`src/hdl/bdeg_pkg.sv`:
```
// ----------------------------------------------------------------------------
// bdeg_pkg
// Types and constants shared by the button debounce and event generator.
// ----------------------------------------------------------------------------
`default_nettype none

package bdeg_pkg;

   localparam int TIME_W   = 32;
   localparam int CFG_W    = 16;
   localparam int COUNT_W  = 8;
   localparam int EVENT_W  = 3;
   localparam int CSR_IDX_W = 3;

   localparam logic [EVENT_W-1:0] EV_NONE     = 3'd0;
   localparam logic [EVENT_W-1:0] EV_CHANGED  = 3'd1;
   localparam logic [EVENT_W-1:0] EV_PRESSED  = 3'd2;
   localparam logic [EVENT_W-1:0] EV_RELEASED = 3'd3;
   localparam logic [EVENT_W-1:0] EV_LONG     = 3'd4;
   localparam logic [EVENT_W-1:0] EV_BURST    = 3'd5;

   localparam logic [CSR_IDX_W-1:0] CSR_SWITCH_MODE       = 3'd0;
   localparam logic [CSR_IDX_W-1:0] CSR_DEFAULT_HIGH      = 3'd1;
   localparam logic [CSR_IDX_W-1:0] CSR_DEBOUNCE_MS       = 3'd2;
   localparam logic [CSR_IDX_W-1:0] CSR_REPEAT_MS         = 3'd3;
   localparam logic [CSR_IDX_W-1:0] CSR_LONG_PRESS_MS     = 3'd4;
   localparam logic [CSR_IDX_W-1:0] CSR_BURST_DELAY_MS    = 3'd5;
   localparam logic [CSR_IDX_W-1:0] CSR_BURST_INTERVAL_MS = 3'd6;

   localparam logic [CFG_W-1:0] DEBOUNCE_MS_RESET       = 16'd50;
   localparam logic [CFG_W-1:0] REPEAT_MS_RESET         = 16'd500;
   localparam logic [CFG_W-1:0] LONG_PRESS_MS_RESET     = 16'd1000;
   localparam logic [CFG_W-1:0] BURST_DELAY_MS_RESET    = 16'd1500;
   localparam logic [CFG_W-1:0] BURST_INTERVAL_MS_RESET = 16'd200;
   localparam logic [CFG_W-1:0] MIN_INTERVAL            = 16'h0001;

   localparam logic [COUNT_W-1:0] COUNT_MAX = 8'hFF;
   localparam logic [COUNT_W-1:0] COUNT_ONE = 8'h01;

   typedef struct packed {
      logic              level;
      logic [TIME_W-1:0] now_ms;
   } req_type;

   typedef struct packed {
      logic [EVENT_W-1:0] event_code;
      logic [COUNT_W-1:0] click_count;
      logic [TIME_W-1:0]  hold_length;
   } rsp_type;

   typedef struct packed {
      logic capture;
      logic debounce;
      logic window;
      logic div_step;
      logic burst;
      logic publish;
   } ctl_cmd_type;

   typedef struct packed {
      logic burst_check;
      logic div_last;
      logic out_free;
   } dp_status_type;

endpackage

`default_nettype wire

```
`src/hdl/bdeg_ctrl.sv`:
```
// ----------------------------------------------------------------------------
// bdeg_ctrl
// Sequencer that walks one sample through the debounce and window steps,
// the divide and burst steps when a burst is due, and the publish step of the datapath.
// ----------------------------------------------------------------------------
`default_nettype none

module bdeg_ctrl (
   input  wire logic                   clock,
   input  wire logic                   reset,
   input  wire logic                   req_valid,
   output logic                        req_ready,
   input  wire bdeg_pkg::dp_status_type status,
   output bdeg_pkg::ctl_cmd_type       cmd
);
   import bdeg_pkg::*;

   typedef enum logic [2:0] {
      ST_IDLE,
      ST_DEBOUNCE,
      ST_WINDOW,
      ST_DIVIDE,
      ST_BURST,
      ST_PUBLISH
   } state_type;

   state_type state_ff;
   state_type state_in;

   always_comb begin
      state_in = state_ff;
      cmd      = '0;
      unique case (state_ff)
         ST_IDLE: begin
            cmd.capture = req_valid;
            if (req_valid) begin
               state_in = ST_DEBOUNCE;
            end
         end
         ST_DEBOUNCE: begin
            cmd.debounce = 1'b1;
            state_in     = ST_WINDOW;
         end
         ST_WINDOW: begin
            cmd.window = 1'b1;
            state_in   = status.burst_check ? ST_DIVIDE : ST_PUBLISH;
         end
         ST_DIVIDE: begin
            cmd.div_step = 1'b1;
            if (status.div_last) begin
               state_in = ST_BURST;
            end
         end
         ST_BURST: begin
            cmd.burst = 1'b1;
            state_in  = ST_PUBLISH;
         end
         ST_PUBLISH: begin
            cmd.publish = status.out_free;
            if (status.out_free) begin
               state_in = ST_IDLE;
            end
         end
         default: begin
            state_in = ST_IDLE;
         end
      endcase
   end

   always_ff @(posedge clock) begin
      if (reset) begin
         state_ff <= ST_IDLE;
      end else begin
         state_ff <= state_in;
      end
   end

   assign req_ready = (state_ff == ST_IDLE);

   a_accept_starts: assert property (@(posedge clock) disable iff (reset)
      (req_valid && req_ready) |=> (state_ff == ST_DEBOUNCE))
      else $error("Accepted beat did not start the debounce step.");

   a_div_ends_in_burst: assert property (@(posedge clock) disable iff (reset)
      (cmd.div_step && status.div_last) |=> cmd.burst)
      else $error("Division did not hand over to the burst step.");

   a_publish_once: assert property (@(posedge clock) disable iff (reset)
      cmd.publish |=> req_ready)
      else $error("Block did not return to idle after publishing.");

endmodule

`default_nettype wire

```
`src/hdl/bdeg_dpath.sv`:
```
// ----------------------------------------------------------------------------
// bdeg_dpath
// Configuration registers, debounce and click state, a radix-2 restoring
// divider for the burst count, and the result register.
// ----------------------------------------------------------------------------
`default_nettype none

module bdeg_dpath (
   input  wire logic                                  clock,
   input  wire logic                                  reset,
   input  wire bdeg_pkg::ctl_cmd_type                 cmd,
   output bdeg_pkg::dp_status_type                    status,
   input  wire bdeg_pkg::req_type                     req_data,
   output logic                                       rsp_valid,
   input  wire logic                                  rsp_ready,
   output bdeg_pkg::rsp_type                          rsp_data,
   input  wire logic                                  csr_write_en,
   input  wire logic [bdeg_pkg::CSR_IDX_W-1:0]        csr_index,
   input  wire logic [bdeg_pkg::CFG_W-1:0]            csr_wdata
);
   import bdeg_pkg::*;

   localparam int DIV_CNT_W = $clog2(TIME_W);

   logic               switch_mode_ff, switch_mode_in;
   logic               default_high_ff, default_high_in;
   logic [CFG_W-1:0]   debounce_ms_ff, debounce_ms_in;
   logic [CFG_W-1:0]   repeat_ms_ff, repeat_ms_in;
   logic [CFG_W-1:0]   long_press_ms_ff, long_press_ms_in;
   logic [CFG_W-1:0]   burst_delay_ms_ff, burst_delay_ms_in;
   logic [CFG_W-1:0]   burst_interval_ms_ff, burst_interval_ms_in;

   logic               stable_level_ff, stable_level_in;
   logic               last_raw_level_ff, last_raw_level_in;
   logic [TIME_W-1:0]  last_edge_time_ff, last_edge_time_in;
   logic [TIME_W-1:0]  press_start_time_ff, press_start_time_in;
   logic [TIME_W-1:0]  press_length_ff, press_length_in;
   logic [COUNT_W-1:0] press_count_ff, press_count_in;
   logic               release_pending_ff, release_pending_in;
   logic               count_restart_ff, count_restart_in;
   logic               long_reported_ff, long_reported_in;
   logic [TIME_W-1:0]  bursts_done_ff, bursts_done_in;
   logic [EVENT_W-1:0] event_ff, event_in;
   logic               rsp_valid_ff, rsp_valid_in;

   req_type            sample_ff, sample_in;
   rsp_type            rsp_ff, rsp_in;
   logic [TIME_W-1:0]  held_ff, held_in;
   logic [TIME_W-1:0]  quo_ff, quo_in;
   logic [CFG_W-1:0]   rem_ff, rem_in;
   logic [DIV_CNT_W-1:0] div_cnt_ff, div_cnt_in;

   logic [TIME_W-1:0]  edge_age;
   logic [TIME_W-1:0]  held;
   logic               settled;
   logic               release_fire;
   logic               hold_active;
   logic               long_fire;
   logic [CFG_W-1:0]   divisor;
   logic [CFG_W:0]     rem_shift;
   logic [CFG_W:0]     rem_diff;
   logic               quo_bit;

   assign edge_age = sample_ff.now_ms - last_edge_time_ff;
   assign settled  = edge_age > {{(TIME_W-CFG_W){1'b0}}, debounce_ms_ff};
   assign held     = sample_ff.now_ms - press_start_time_ff;

   assign release_fire = release_pending_ff &&
                         (held > {{(TIME_W-CFG_W){1'b0}}, repeat_ms_ff});
   assign hold_active  = !switch_mode_ff && !(release_pending_ff && !release_fire) &&
                         (stable_level_ff != default_high_ff);
   assign long_fire    = hold_active && (!long_reported_ff || release_fire) &&
                         (held > {{(TIME_W-CFG_W){1'b0}}, long_press_ms_ff});

   assign divisor   = (burst_interval_ms_ff == '0) ? MIN_INTERVAL : burst_interval_ms_ff;
   assign rem_shift = {rem_ff, quo_ff[TIME_W-1]};
   assign rem_diff  = rem_shift - {1'b0, divisor};
   assign quo_bit   = (rem_shift >= {1'b0, divisor});

   assign status.burst_check = hold_active && !long_fire &&
                               (held > {{(TIME_W-CFG_W){1'b0}}, burst_delay_ms_ff});
   assign status.div_last    = &div_cnt_ff;
   assign status.out_free    = !rsp_valid_ff || rsp_ready;

   always_comb begin
      switch_mode_in       = switch_mode_ff;
      default_high_in      = default_high_ff;
      debounce_ms_in       = debounce_ms_ff;
      repeat_ms_in         = repeat_ms_ff;
      long_press_ms_in     = long_press_ms_ff;
      burst_delay_ms_in    = burst_delay_ms_ff;
      burst_interval_ms_in = burst_interval_ms_ff;
      stable_level_in      = stable_level_ff;
      last_raw_level_in    = last_raw_level_ff;
      last_edge_time_in    = last_edge_time_ff;
      press_start_time_in  = press_start_time_ff;
      press_length_in      = press_length_ff;
      press_count_in       = press_count_ff;
      release_pending_in   = release_pending_ff;
      count_restart_in     = count_restart_ff;
      long_reported_in     = long_reported_ff;
      bursts_done_in       = bursts_done_ff;
      event_in             = event_ff;
      rsp_valid_in         = rsp_valid_ff;
      sample_in            = sample_ff;
      rsp_in               = rsp_ff;
      held_in              = held_ff;
      quo_in               = quo_ff;
      rem_in               = rem_ff;
      div_cnt_in           = div_cnt_ff;

      if (csr_write_en) begin
         unique case (csr_index)
            CSR_SWITCH_MODE: begin
               switch_mode_in = csr_wdata[0];
            end
            CSR_DEFAULT_HIGH: begin
               default_high_in   = csr_wdata[0];
               stable_level_in   = csr_wdata[0];
               last_raw_level_in = csr_wdata[0];
            end
            CSR_DEBOUNCE_MS: begin
               debounce_ms_in = csr_wdata;
            end
            CSR_REPEAT_MS: begin
               repeat_ms_in = csr_wdata;
            end
            CSR_LONG_PRESS_MS: begin
               long_press_ms_in = csr_wdata;
            end
            CSR_BURST_DELAY_MS: begin
               burst_delay_ms_in = csr_wdata;
            end
            CSR_BURST_INTERVAL_MS: begin
               burst_interval_ms_in = csr_wdata;
            end
            default: begin
            end
         endcase
      end

      if (cmd.capture) begin
         sample_in = req_data;
      end

      if (cmd.debounce) begin
         event_in = EV_NONE;
         if (sample_ff.level != stable_level_ff) begin
            if (sample_ff.level != last_raw_level_ff) begin
               last_edge_time_in = sample_ff.now_ms;
               last_raw_level_in = sample_ff.level;
            end else if (settled) begin
               stable_level_in = !stable_level_ff;
               if (switch_mode_ff) begin
                  event_in = EV_CHANGED;
               end else if (!stable_level_ff == default_high_ff) begin
                  press_length_in    = held;
                  release_pending_in = 1'b1;
               end else begin
                  event_in            = EV_PRESSED;
                  press_start_time_in = sample_ff.now_ms;
                  press_length_in     = '0;
                  if (count_restart_ff) begin
                     press_count_in   = COUNT_ONE;
                     count_restart_in = 1'b0;
                  end else if (press_count_ff != COUNT_MAX) begin
                     press_count_in = press_count_ff + COUNT_ONE;
                  end
                  release_pending_in = 1'b0;
               end
            end
         end else if ((sample_ff.level != last_raw_level_ff) && settled) begin
            last_raw_level_in = sample_ff.level;
         end
      end

      if (cmd.window) begin
         if (release_fire) begin
            release_pending_in = 1'b0;
            count_restart_in   = 1'b1;
            event_in           = EV_RELEASED;
            long_reported_in   = 1'b0;
            bursts_done_in     = '0;
         end
         if (long_fire) begin
            event_in         = EV_LONG;
            press_length_in  = held;
            long_reported_in = 1'b1;
         end
         if (status.burst_check) begin
            held_in    = held;
            quo_in     = held;
            rem_in     = '0;
            div_cnt_in = '0;
         end
      end

      if (cmd.div_step) begin
         rem_in     = quo_bit ? rem_diff[CFG_W-1:0] : rem_shift[CFG_W-1:0];
         quo_in     = {quo_ff[TIME_W-2:0], quo_bit};
         div_cnt_in = div_cnt_ff + DIV_CNT_W'(1);
      end

      if (cmd.burst && (quo_ff > bursts_done_ff)) begin
         event_in        = EV_BURST;
         bursts_done_in  = quo_ff;
         press_length_in = held_ff;
      end

      if (cmd.publish) begin
         rsp_in.event_code  = event_ff;
         rsp_in.click_count = press_count_ff;
         rsp_in.hold_length = press_length_ff;
         rsp_valid_in       = 1'b1;
      end else if (rsp_ready) begin
         rsp_valid_in = 1'b0;
      end
   end

   always_ff @(posedge clock) begin
      if (reset) begin
         switch_mode_ff       <= 1'b0;
         default_high_ff      <= 1'b0;
         debounce_ms_ff       <= DEBOUNCE_MS_RESET;
         repeat_ms_ff         <= REPEAT_MS_RESET;
         long_press_ms_ff     <= LONG_PRESS_MS_RESET;
         burst_delay_ms_ff    <= BURST_DELAY_MS_RESET;
         burst_interval_ms_ff <= BURST_INTERVAL_MS_RESET;
         stable_level_ff      <= 1'b0;
         last_raw_level_ff    <= 1'b0;
         last_edge_time_ff    <= '0;
         press_start_time_ff  <= '0;
         press_length_ff      <= '0;
         press_count_ff       <= '0;
         release_pending_ff   <= 1'b0;
         count_restart_ff     <= 1'b1;
         long_reported_ff     <= 1'b0;
         bursts_done_ff       <= '0;
         event_ff             <= EV_NONE;
         rsp_valid_ff         <= 1'b0;
         div_cnt_ff           <= '0;
      end else begin
         switch_mode_ff       <= switch_mode_in;
         default_high_ff      <= default_high_in;
         debounce_ms_ff       <= debounce_ms_in;
         repeat_ms_ff         <= repeat_ms_in;
         long_press_ms_ff     <= long_press_ms_in;
         burst_delay_ms_ff    <= burst_delay_ms_in;
         burst_interval_ms_ff <= burst_interval_ms_in;
         stable_level_ff      <= stable_level_in;
         last_raw_level_ff    <= last_raw_level_in;
         last_edge_time_ff    <= last_edge_time_in;
         press_start_time_ff  <= press_start_time_in;
         press_length_ff      <= press_length_in;
         press_count_ff       <= press_count_in;
         release_pending_ff   <= release_pending_in;
         count_restart_ff     <= count_restart_in;
         long_reported_ff     <= long_reported_in;
         bursts_done_ff       <= bursts_done_in;
         event_ff             <= event_in;
         rsp_valid_ff         <= rsp_valid_in;
         div_cnt_ff           <= div_cnt_in;
      end
   end

   always_ff @(posedge clock) begin
      sample_ff <= sample_in;
      rsp_ff    <= rsp_in;
      held_ff   <= held_in;
      quo_ff    <= quo_in;
      rem_ff    <= rem_in;
   end

   assign rsp_valid = rsp_valid_ff;
   assign rsp_data  = rsp_ff;

   a_publish_valid: assert property (@(posedge clock) disable iff (reset)
      cmd.publish |=> rsp_valid_ff)
      else $error("Published beat did not raise the result valid.");

   a_press_counted: assert property (@(posedge clock) disable iff (reset)
      (rsp_valid_ff && (rsp_ff.event_code == EV_PRESSED)) |-> (rsp_ff.click_count != '0))
      else $error("Pressed event carries a zero click count.");

   a_div_wraps: assert property (@(posedge clock) disable iff (reset)
      (cmd.div_step && status.div_last) |=> (div_cnt_ff == '0))
      else $error("Divider step counter did not wrap after the last step.");

endmodule

`default_nettype wire

```
`src/hdl/button_debounce_event_generator_top.sv`:
```
// ----------------------------------------------------------------------------
// button_debounce_event_generator_top
// Button debouncer with click counting, long-press and burst events.
// ----------------------------------------------------------------------------
// Each accepted sample yields exactly one result beat. A sample passes the
// debounce, window and publish steps on its way to the result register, plus
// divide and burst steps when the button is held past the burst delay without
// a long-press event; the burst count runs through a one-bit-per-cycle 32-step
// restoring divider. The next sample is taken once the current result has moved
// into the output register, where a waiting result stalls the next publish.
`default_nettype none

module button_debounce_event_generator_top (
   input  wire logic                            clock,
   input  wire logic                            reset,
   input  wire logic                            req_valid,
   output logic                                 req_ready,
   input  wire bdeg_pkg::req_type               req_data,
   output logic                                 rsp_valid,
   input  wire logic                            rsp_ready,
   output bdeg_pkg::rsp_type                    rsp_data,
   input  wire logic                            csr_write_en,
   input  wire logic [bdeg_pkg::CSR_IDX_W-1:0]  csr_index,
   input  wire logic [bdeg_pkg::CFG_W-1:0]      csr_wdata
);
   import bdeg_pkg::*;

   ctl_cmd_type   cmd;
   dp_status_type status;

   bdeg_ctrl u_ctrl (
      .clock     (clock),
      .reset     (reset),
      .req_valid (req_valid),
      .req_ready (req_ready),
      .status    (status),
      .cmd       (cmd)
   );

   bdeg_dpath u_dpath (
      .clock        (clock),
      .reset        (reset),
      .cmd          (cmd),
      .status       (status),
      .req_data     (req_data),
      .rsp_valid    (rsp_valid),
      .rsp_ready    (rsp_ready),
      .rsp_data     (rsp_data),
      .csr_write_en (csr_write_en),
      .csr_index    (csr_index),
      .csr_wdata    (csr_wdata)
   );

endmodule

`default_nettype wire
```
`config.mk`:
```
export PLATFORM = sky130hd
export DESIGN_NAME = button_debounce_event_generator_top
export DESIGN_NICKNAME = d
export VERILOG_FILES = /design/src/hdl/bdeg_pkg.sv /design/src/hdl/bdeg_ctrl.sv /design/src/hdl/bdeg_dpath.sv /design/src/hdl/button_debounce_event_generator_top.sv
export SDC_FILE = /design/constraint.sdc
export NUM_CORES = 1
export LEC_CHECK = 0
export ABC_AREA = 1
export BUFFER_PORTS_ARGS = -buffer_cell sky130_fd_sc_hd__buf_2
export CAP_MARGIN = 20
export CORE_UTILIZATION = 50
export CTS_BUF_LIST = sky130_fd_sc_hd__clkbuf_4
export DETAILED_ROUTE_END_ITERATION = 8
export PLACE_DENSITY = 0.67
export SYNTH_ARGS = -nofsm -noshare
export SYNTH_HDL_FRONTEND = slang
export SYNTH_SLANG_ARGS = --single-unit
```
`constraint.sdc`:
```
create_clock -name clock -period 7.5 [get_ports clock]
set_input_delay 1.5 -clock clock [delete_from_list [all_inputs] [get_ports clock]]
set_output_delay 1.5 -clock clock [all_outputs]
set_load 0.01 [all_outputs]
```
==> metrics.md <==
| Metric | Value |
|---|---|
| Startpoint Class | `flop` |
| CTS clk-pin slew, worst paths | `70 ps` |
| Dominant cells by area after synthesis | `sky130_fd_sc_hd__dfxtp_1 (21%), sky130_fd_sc_hd__edfxtp_1 (21%), sky130_fd_sc_hd__nand2_1 (11%), sky130_fd_sc_hd__ha_1 (10%), sky130_fd_sc_hd__inv_1 (7.6%)` |
| Maximum frequency from static timing analysis | `179 MHz` |
| Sequential fraction of design power | `38.4%` |
| Final weighted congestion in routability-driven placement | `0.939` |
| Remaining global-route overflow | `0` |
| Total Negative Setup Slacks | `0 ps` |
| Count of non-filler cells in the finished layout | `about 3,700` |
| CP startpoint | `u_dpath.sample_ff[0]` |
| Footprint of the multi-input gates | `10,700 µm²` |
| Setup repair after global routing missed its margin | `false` |
| Period utilisation layout | `between 70% and 80%` |
| Hold buffer count at cts | `0` |
| Violation count after the first detailed-route iteration | `1,679` |
| Global router's overall resource usage | `28.7%` |
| Number of enable-type register cells in the synthesized netlist | `156` |
| Critical path fanouts, max | `23` |
| Number of vias per cell after detailed routing | `approximately 5.4` |
| Clock latency reported for the late side of the worst-skew pair | `860 ps` |
| Largest net degree at the start of global routing | `78` |
| Share of post-route cells with drive strength above 1 | `11.7%` |
| Kind of end point of the critical path | `flop` |
| Via count of the routed design | `between 15,000 and 20,000` |
| FF+latch count, synth | `roughly 390` |
| Least-Margin Pin Slew | `1110 ps` |
| Cell Pwr Density | `approximately 260 nW/µm²` |
| First-pass GRT wire length | `99,600 µm` |
| DIE WIDTH | `212 µm` |
| Wire length after detailed routing | `64,200 µm` |
| Reg2reg start | `u_dpath.sample_ff[0]` |
| Number of buffers added on ports | `101` |
| Total placed cells including tap cells | `3,466` |
| Number of warnings printed during yosys synthesis | `0` |
| Worst vdd rail ir drop | `0.000142 V` |
| Switching fraction of total power | `between 30% and 40%` |
| Async SR Flop Fraction | `0%` |
| Core area | `43,400 µm²` |
| Clock buffer count from CTS | `104` |
| Instance count of the mapped netlist | `2,840` |
| Clock net sink count | `between 300 and 400` |
| Initial Utilization | `about half` |
| Tot Pwr | `6.46 mW` |
| Class of the worst hold path | `flop to flop` |
| Delay of the slowest critical-path stage | `650 ps` |
| Clock group share of total power | `29.0%` |
| Most frequently used cell type in the post-synthesis netlist | `sky130_fd_sc_hd__nand2_1` |
| Worst setup path category | `flop to flop` |
| Final HPWL DP | `~48,000 µm` |
| Residual DRC count | `0` |
| Switching power | `approximately 2.4 mW` |
| Reg area | `9390 µm²` |
| Max-Slew Margin vs Limit | `between 20% and 30%` |
| Number of buffers on the longest clock path | `3` |
| Fill cell instance count of the final layout | `4,152` |
| Kind of cell adding the most delay to the critical path | `simple AND/OR/NAND/NOR gates` |
| Dominant cell type by count on the critical path | `sky130_fd_sc_hd__nand2_1` |
| Setup Viol. Count Final | `0` |
| Buffer count from post-CTS setup fixing | `0` |
| Data required time of the critical path | `roughly 8000 ps` |
| Final routed wire length divided by cell count | `17.5 µm` |
| Clock H-tree levels | `3` |
| Leak | `approximately 11 nW` |
| Die boundary height | `212 µm` |
| Die Footprint | `between 40,000 and 50,000 µm²` |
| Standard cell with the maximum stage delay on the critical path | `sky130_fd_sc_hd__nand3_2` |
| Max Transition Viols Final | `0` |
| Max capacitance violation total | `0` |
| Primary FF master, synth | `sky130_fd_sc_hd__dfxtp_1` |
| Synthesized cell area | `22,100 µm²` |
| Vias in the first global route | `~18,000` |
| Number of gates resized after cts | `0` |
| Hold slack | `430 ps` |
| Top cell type by total area after synthesis | `sky130_fd_sc_hd__dfxtp_1` |
| Growth of design area from synthesis to finish | `11.3%` |
| First drt pass iteration count | `6` |
| Hold path startpoint | `u_dpath.held_ff[9]` |
| Worst clock skew on the final layout | `between 80 and 90 ps` |
| IO Count | `just over 100` |
| Row Count | `76` |
| Buffers & Inverters on Critical Path | `5` |
| Proportion of power drawn by combinational gates | `approximately a third` |
| Mean cell area of the mapped netlist | `between 7 and 8 µm²` |
| Commonest cells in the netlist | `sky130_fd_sc_hd__nand2_1 (627), sky130_fd_sc_hd__inv_1 (451), sky130_fd_sc_hd__a21oi_1 (256)` |
| Number of hold violations in the final report | `0` |
| CTS Root Cell | `sky130_fd_sc_hd__clkbuf_4` |
| Antenna-violating nets left | `0` |
| Number of library cell types mapped by synthesis | `62` |
| Number of antenna violations at the first check in global routing | `1` |
| CTS tree | `yes` |
| Internal power | `4.01 mW` |
| Final worst path period need | `5590 ps` |
| Outcome | `complete, no violations` |
| Fin nets | `3,227` |
| Share of the yosys chip area belonging to registers | `42.4%` |
| Signal arrival time at the worst endpoint | `roughly 6300 ps` |
| Top cell type's share of synthesized area | `21.2%` |
| Syn_nets | `3,077` |
## final timing paths
kind                                 endpoint  slack (ps)  cells past startpoint
hold reg to reg    u_dpath.press_length_ff[9]         430                      2
hold / removal     u_dpath.press_length_ff[9]         430                      2
setup reg to reg  u_dpath.press_length_ff[14]        1910                     29
setup / recovery  u_dpath.press_length_ff[14]        1910                     29
## cells by family (layout without fill, tap and decap cells)
family                   Yosys count  after routing  synth area share, %
XOR/XNOR                          54             54                 2.17
AO/OA/AOI/OAI                    605            605                 15.3
AND/OR/NAND/NOR                 1058           1058                 20.3
flip-flops                       391            391                 42.4
other                              0              1                    0
adder cells (fa/ha/maj)          180            180                 10.3
buffers and inverters            552            791                 9.57
## flip-flops by register name, indices dropped and copies added, names as in the netlist, 3 cells and up
register and count:
u_ctrl.state_ff 3, u_dpath.sample_ff 33, u_dpath.div_cnt_ff 5, u_dpath.last_edge_time_ff 32, u_dpath.burst_delay_ms_ff 16, u_dpath.long_press_ms_ff 16, u_dpath.held_ff 32, u_dpath.press_length_ff 32
u_dpath.quo_ff 32, u_dpath.repeat_ms_ff 16, u_dpath.rsp_data 43, u_dpath.rem_ff 16, u_dpath.event_ff 3, u_dpath.press_start_time_ff 32, u_dpath.debounce_ms_ff 16, u_dpath.press_count_ff 8
u_dpath.bursts_done_ff 32, u_dpath.burst_interval_ms_ff 16
## power groups by stage
stage | Clock, mW | Sequential (mW) | Combinational, mW
6_report | 1.87 | 2.48 | 2.11
3_5_place_dp | 0 | 2.52 | 2.05
3_3_place_gp | 0 | 2.52 | 2.01
2_1_floorplan | 0 | 2.49 | 1.40
5_1_grt | 2.03 | 2.49 | 2.35
4_1_cts | 1.92 | 2.48 | 2.07
## cell type report
cell class,count,area share (%)
flip-flops and latches,391,38.1
inverters,470,7.16
well taps,585,2.97
repair buffers,126,3.11
multi-input cells,1897,43.2
diodes,1,0.0102
clock inverters,40,0.726
clock buffers,155,4.72
## metal layers
layer | vias up | GRT usage, % | share of wire [%]
li1 | 9819 | - | -
met1 | 9114 | 41.0 | 47
met2 | 712 | 43.2 | 43
met3 | 121 | 4.14 | 6.8
met4 | 0 | 12.4 | 3.3
met5 | - | 0 | 0
## layout by cell type (no fill, tap or decap), types with 30 or more instances in the layout
| cell | instances |
|---|---|
| sky130_fd_sc_hd__o21ai_0 | 207 |
| sky130_fd_sc_hd__buf_2 | 101 |
| sky130_fd_sc_hd__nand2_1 | 626 |
| sky130_fd_sc_hd__xor2_1 | 43 |
| sky130_fd_sc_hd__nor2_1 | 166 |
| sky130_fd_sc_hd__o32ai_1 | 30 |
| sky130_fd_sc_hd__a21oi_1 | 256 |
| sky130_fd_sc_hd__edfxtp_1 | 156 |
| sky130_fd_sc_hd__nand4_1 | 32 |
| sky130_fd_sc_hd__inv_1 | 450 |
| sky130_fd_sc_hd__o211ai_1 | 42 |
| sky130_fd_sc_hd__clkbuf_4 | 155 |
| sky130_fd_sc_hd__nand3_1 | 145 |
| sky130_fd_sc_hd__clkinv_1 | 31 |
| sky130_fd_sc_hd__o21ai_1 | 30 |
| sky130_fd_sc_hd__ha_1 | 177 |
| sky130_fd_sc_hd__dfxtp_1 | 235 |
## worst reg2reg max path, delay by kind of cell, from the launching register on
| family | cells | cell delay [ps] |
|---|---|---|
| compound gates | 2 | 220 |
| xor+xnor | 1 | 190 |
| fa+ha+maj | 3 | 890 |
| buf+inv | 5 | 830 |
| flops | 1 | 360 |
| simple gates | 18 | 2960 |
## stage by stage
stage          instance area, µm²  utilization, %  setup WS, ps
2_1_floorplan               22100               -          1310
3_3_place_gp                23200            53.5          2100
3_5_place_dp                23200            53.6          2010
4_1_cts                     24600            56.7          1950
5_1_grt                     24700            56.9          1500
6_report                    24700            56.9          1910
No activity file was read; power rests on OpenSTA's default activity.
